$ cat src/hdl/assert_macros.svh
// assertion macros used by the top-level rtl file
`ifndef ASSERT_MACROS_SVH
`define ASSERT_MACROS_SVH

// property checked on every rising clock edge outside reset
`define ASSERT_CLK(lbl, prop, msg) \
  lbl: assert property (@(posedge clk_i) disable iff (!rst_ni) (prop)) \
    else $error(msg);

// condition that must never be seen outside reset
`define ASSERT_NEVER(lbl, cond, msg) \
  `ASSERT_CLK(lbl, !(cond), msg)

`endif

$ cat src/hdl/c3ks_pkg.sv
// shared constants, types and kernel table for the 3x3 convolution block
`timescale 1ns / 1ps

package c3ks_pkg;

  localparam int MAX_WIDTH   = 1024;
  localparam int MAX_HEIGHT  = 4096;
  localparam int KERNEL_SIZE = 3;
  localparam int TAPS        = KERNEL_SIZE * KERNEL_SIZE;

  localparam int PIX_W      = 8;
  localparam int COL_W      = 10;
  localparam int ROW_W      = 12;
  localparam int WIDTH_W    = 11;
  localparam int HEIGHT_W   = 13;
  localparam int SUM_W      = 14;
  localparam int WGT_W      = 4;
  localparam int CFG_IDX_W  = 2;
  localparam int CFG_DATA_W = 13;
  localparam int BLUR_SHIFT = 4;

  typedef enum logic [1:0] {
    MODE_SOBEL_V,
    MODE_SOBEL_H,
    MODE_SHARPEN,
    MODE_BLUR
  } filter_mode_e;

  localparam logic [CFG_IDX_W-1:0] CFG_FILTER_MODE  = 2'd0;
  localparam logic [CFG_IDX_W-1:0] CFG_IMAGE_WIDTH  = 2'd1;
  localparam logic [CFG_IDX_W-1:0] CFG_IMAGE_HEIGHT = 2'd2;

  // window taps, row major, tap 0 is top row column x-2
  typedef logic [TAPS-1:0][PIX_W-1:0] window_t;

  // blur weights are applied unscaled, the divide by 16 follows the sum
  localparam logic signed [WGT_W-1:0] KERNELS [4][TAPS] = '{
    '{-4'sd1,  4'sd0,  4'sd1, -4'sd2,  4'sd0,  4'sd2, -4'sd1,  4'sd0,  4'sd1},
    '{-4'sd1, -4'sd2, -4'sd1,  4'sd0,  4'sd0,  4'sd0,  4'sd1,  4'sd2,  4'sd1},
    '{ 4'sd0, -4'sd1,  4'sd0, -4'sd1,  4'sd5, -4'sd1,  4'sd0, -4'sd1,  4'sd0},
    '{ 4'sd1,  4'sd2,  4'sd1,  4'sd2,  4'sd4,  4'sd2,  4'sd1,  4'sd2,  4'sd1}
  };

endpackage

$ cat src/hdl/c3ks_kernel_sum.sv
// nine-tap weighted sum of a 3x3 window with the selected kernel
`timescale 1ns / 1ps

module c3ks_kernel_sum import c3ks_pkg::*; (
  input  window_t                  win_i,
  input  filter_mode_e             mode_i,
  output logic signed [SUM_W-1:0]  sum_o
);

  logic signed [SUM_W-1:0] prod [TAPS];

  always_comb begin
    for (int i = 0; i < TAPS; i++) begin
      prod[i] = $signed({{(SUM_W-PIX_W){1'b0}}, win_i[i]}) * SUM_W'(KERNELS[mode_i][i]);
    end
  end

  // balanced adder tree
  assign sum_o = ((prod[0] + prod[1]) + (prod[2] + prod[3]))
               + ((prod[4] + prod[5]) + (prod[6] + prod[7]))
               + prod[8];

endmodule

$ cat config.mk
export PLATFORM = sky130hd
export DESIGN_NAME = c3ks_kernel_sum
export DESIGN_NICKNAME = d
export VERILOG_FILES = /design/src/hdl/assert_macros.svh /design/src/hdl/c3ks_pkg.sv /design/src/hdl/c3ks_kernel_sum.sv
export SDC_FILE = /design/constraint.sdc
export NUM_CORES = 1
export LEC_CHECK = 0
export ABC_AREA = 1
export BUFFER_PORTS_ARGS = -buffer_cell sky130_fd_sc_hd__buf_2
export CORE_MARGIN = 2
export CORE_UTILIZATION = 46
export DETAILED_ROUTE_END_ITERATION = 7
export PLACE_DENSITY = 0.63
export SYNTH_ARGS = -nofsm -noshare
export SYNTH_HDL_FRONTEND = slang
export SYNTH_SLANG_ARGS = --single-unit
$ cat constraint.sdc
create_clock -name vclk -period 9.35
set_input_delay 0.4675 -clock vclk [all_inputs]
set_output_delay 0.4675 -clock vclk [all_outputs]
set_load 0.05 [all_outputs]
==> results by group <==
CTS
  – Number of hold buffers added after CTS: 0
  – Post-CTS Setup Repair Bufs: 0
  – Post-cts resize count: 0

Placed design
  – HPWL Detailed: 18400 microns
  – Place WS: 0.891 ns
  – Post-Place Cell Area: 9900 sq um
  – Routability cong.: 0.836
  – Count of buffers inserted at the top-level ports: 88

Synthesis
  – Post-synthesis cell type with the largest combined area: fa_1
  – Sequential cell area fraction in the yosys report: 0%
  – Number of unique standard cell types used by synthesis: 25
  – Area fraction of the dominant cell type after synthesis: 53.7%
  – Net Count, Synth: 1524
  – Post-Syn Area: 9170 sq um
  – Count of yosys warnings during synthesis: 0
  – Mapped Cells: 1109
  – Avg Inst Size Synth: 8.27 sq um
  – Leading cell types by total area after synthesis: fa_1 (54%), inv_1 (17%), ha_1 (13%)

Worst setup path
  – Worst path arrival time: 8.00 ns
  – Crit Path Max Fanout: 16
  – Category of the most critical setup path: primary input to primary output
  – Worst setup SP type: primary input
  – Endpoint class of the critical path: primary output
  – Required time of the critical path: 8.88 ns
  – CP Launch Point: mode_i[1]

Timing
  – Sum of negative setup slack: 0 ns
  – Tightest slew margin relative to the limit: 58.8%
  – Setup repair after global routing missed its margin: no
  – Maximum clock rate: 118 MHz
  – Ratio of final minimum period to clock period: 90.6%
  – Clock period minus worst slack: 8.47 ns
  – Number of max-slew violations in the final report: 0
  – Final setup vio count: 0
  – Transition time of the tightest slew-check pin: 0.618 ns
  – Final setup slack of the worst path: 0.883 ns
  – Final Hold Violating Endpoints: 0

Global route
  – Global-route total usage across every layer: 19.9%
  – Wire length of the first global-routing pass: 33600 microns
  – Antenna violations before repair: 0
  – Fraction of met2 tracks used by global routing: 35.4%
  – Met3 usage in global routing: 0.472%
  – Via count of the first global-routing pass: 6808
  – Pin count of the biggest net entering global routing: 50
  – Most utilized layer in the global route result: met2
  – Remaining Overflow, GRT: 0
  – Met1 Use GR: 28.8%

Floorplan
  – Top-level I/O count: 88
  – Die boundary width: 145 microns
  – Number of standard-cell rows in the floorplan: 51
  – Die outline height: 145 microns
  – Starting utilization of the core area: 47.0%
  – Placeable core region: 19500 sq um
  – Area of the die: 21100 sq um

Drt
  – Post-route antenna net violation count: 0
  – Vias: 6486
  – Wire per inst: 13.6 microns
  – DRC viols: 0
  – Drt total wl: 19700 microns
  – Violation count after the first detailed-routing iteration: 256
  – First-pass iteration count of the detailed router: 5
  – Per-cell via count in the routed design: 4.48

Flow run
  – # Max-Cap Violations: 0

Final layout
  – Fraction of layout instances using a drive strength above 1: 9.63%
  – Most common cell after layout, fill and taps aside: inv_1
  – Total non-filler cell area in the finished layout: 9900 sq um
  – Area added between synthesis and finish: 8.01%
  – Sequential cell area: 0 sq um
  – Total inserted antenna cells: 0
  – Number of clock buffer instances in the layout: 0
  – Net count reported at finish: 1601
  – Seq_cells: 0
  – Highest-count cells in the layout ignoring fill and taps: inv_1 (418), fa_1 (246), nand2_1 (165)

Worst hold path
  – Worst Hold Class: primary input to primary output
  – Hold_sp: win_i[49]

Status
  – Result of the run: complete, no violations
==> final cells by class <==
class	count	area, sq um
multi-input cells	661	7480
repair buffers	93	478
inverters	430	1620
fillers	1968	9620
well taps	265	332
==> kinds of logic after synthesis <==
logic type | after synthesis | synth area share (%)
adders and majority gates | 341 | 66.7
and+or+nand+nor | 291 | 12.5
xor gates and xnor gates | 15 | 1.43
buffers and inverters | 448 | 18.5
AOI/OAI and AO/OA | 14 | 0.873
==> path summary, 6_finish.rpt <==
kind | end | cells past startpoint
setup / recovery | sum_o[13] | 28
hold / removal | sum_o[1] | 5
==> critical path, cell delays in order <==
cell,delay (ns)
buf_2,0.09
inv_1,0.20
ha_1,0.26
buf_4,0.22
inv_2,0.22
ha_1,0.47
clkinv_1,0.35
nand2_1,0.17
fa_1,0.45
fa_1,0.54
inv_1,0.05
fa_1,0.48
fa_1,0.59
fa_1,0.45
fa_1,0.46
fa_1,0.50
inv_1,0.05
fa_1,0.47
inv_1,0.04
ha_1,0.34
a21oi_1,0.23
nand2_1,0.14
nand3_1,0.10
nand3_1,0.20
inv_1,0.10
nand2_1,0.05
nand2_1,0.05
buf_2,0.25
==> synth_stat cells, drive strengths merged <==
cell      n
fa      246
buf       7
a21oi     7
xor2     10
a21o      1
ha       95
o21bai    2
or2       8
o21ai     3
nand4     2
inv     426
nand2   169
xnor2     5
nand3    14
nor2     98
o21a      1
clkbuf   11
clkinv    4
==> per-layer routing <==
| layer | vias to the layer above | share of wire [%] |
|---|---|---|
| li1 | 3171 | - |
| met1 | 3191 | 45 |
| met2 | 112 | 51 |
| met3 | 12 | 3.2 |
| met4 | 0 | 0.46 |
| met5 | - | 0 |
==> through the flow <==
stage / instances / hold WS [ns] / util [%]
5_1_grt: 1449 / 1.85 / 50.7
3_5_place_dp: 1449 / 1.80 / 50.7
4_1_cts: 1449 / 1.80 / 50.7
2_1_floorplan: 1109 / 1.59 / -
6_report: 1449 / 1.78 / 50.7
3_3_place_gp: 1449 / 1.79 / 50.7
Power is left out: the tool's default activity adds up to more than one toggle a clock period on the data nets, which glitch-free logic cannot reach.
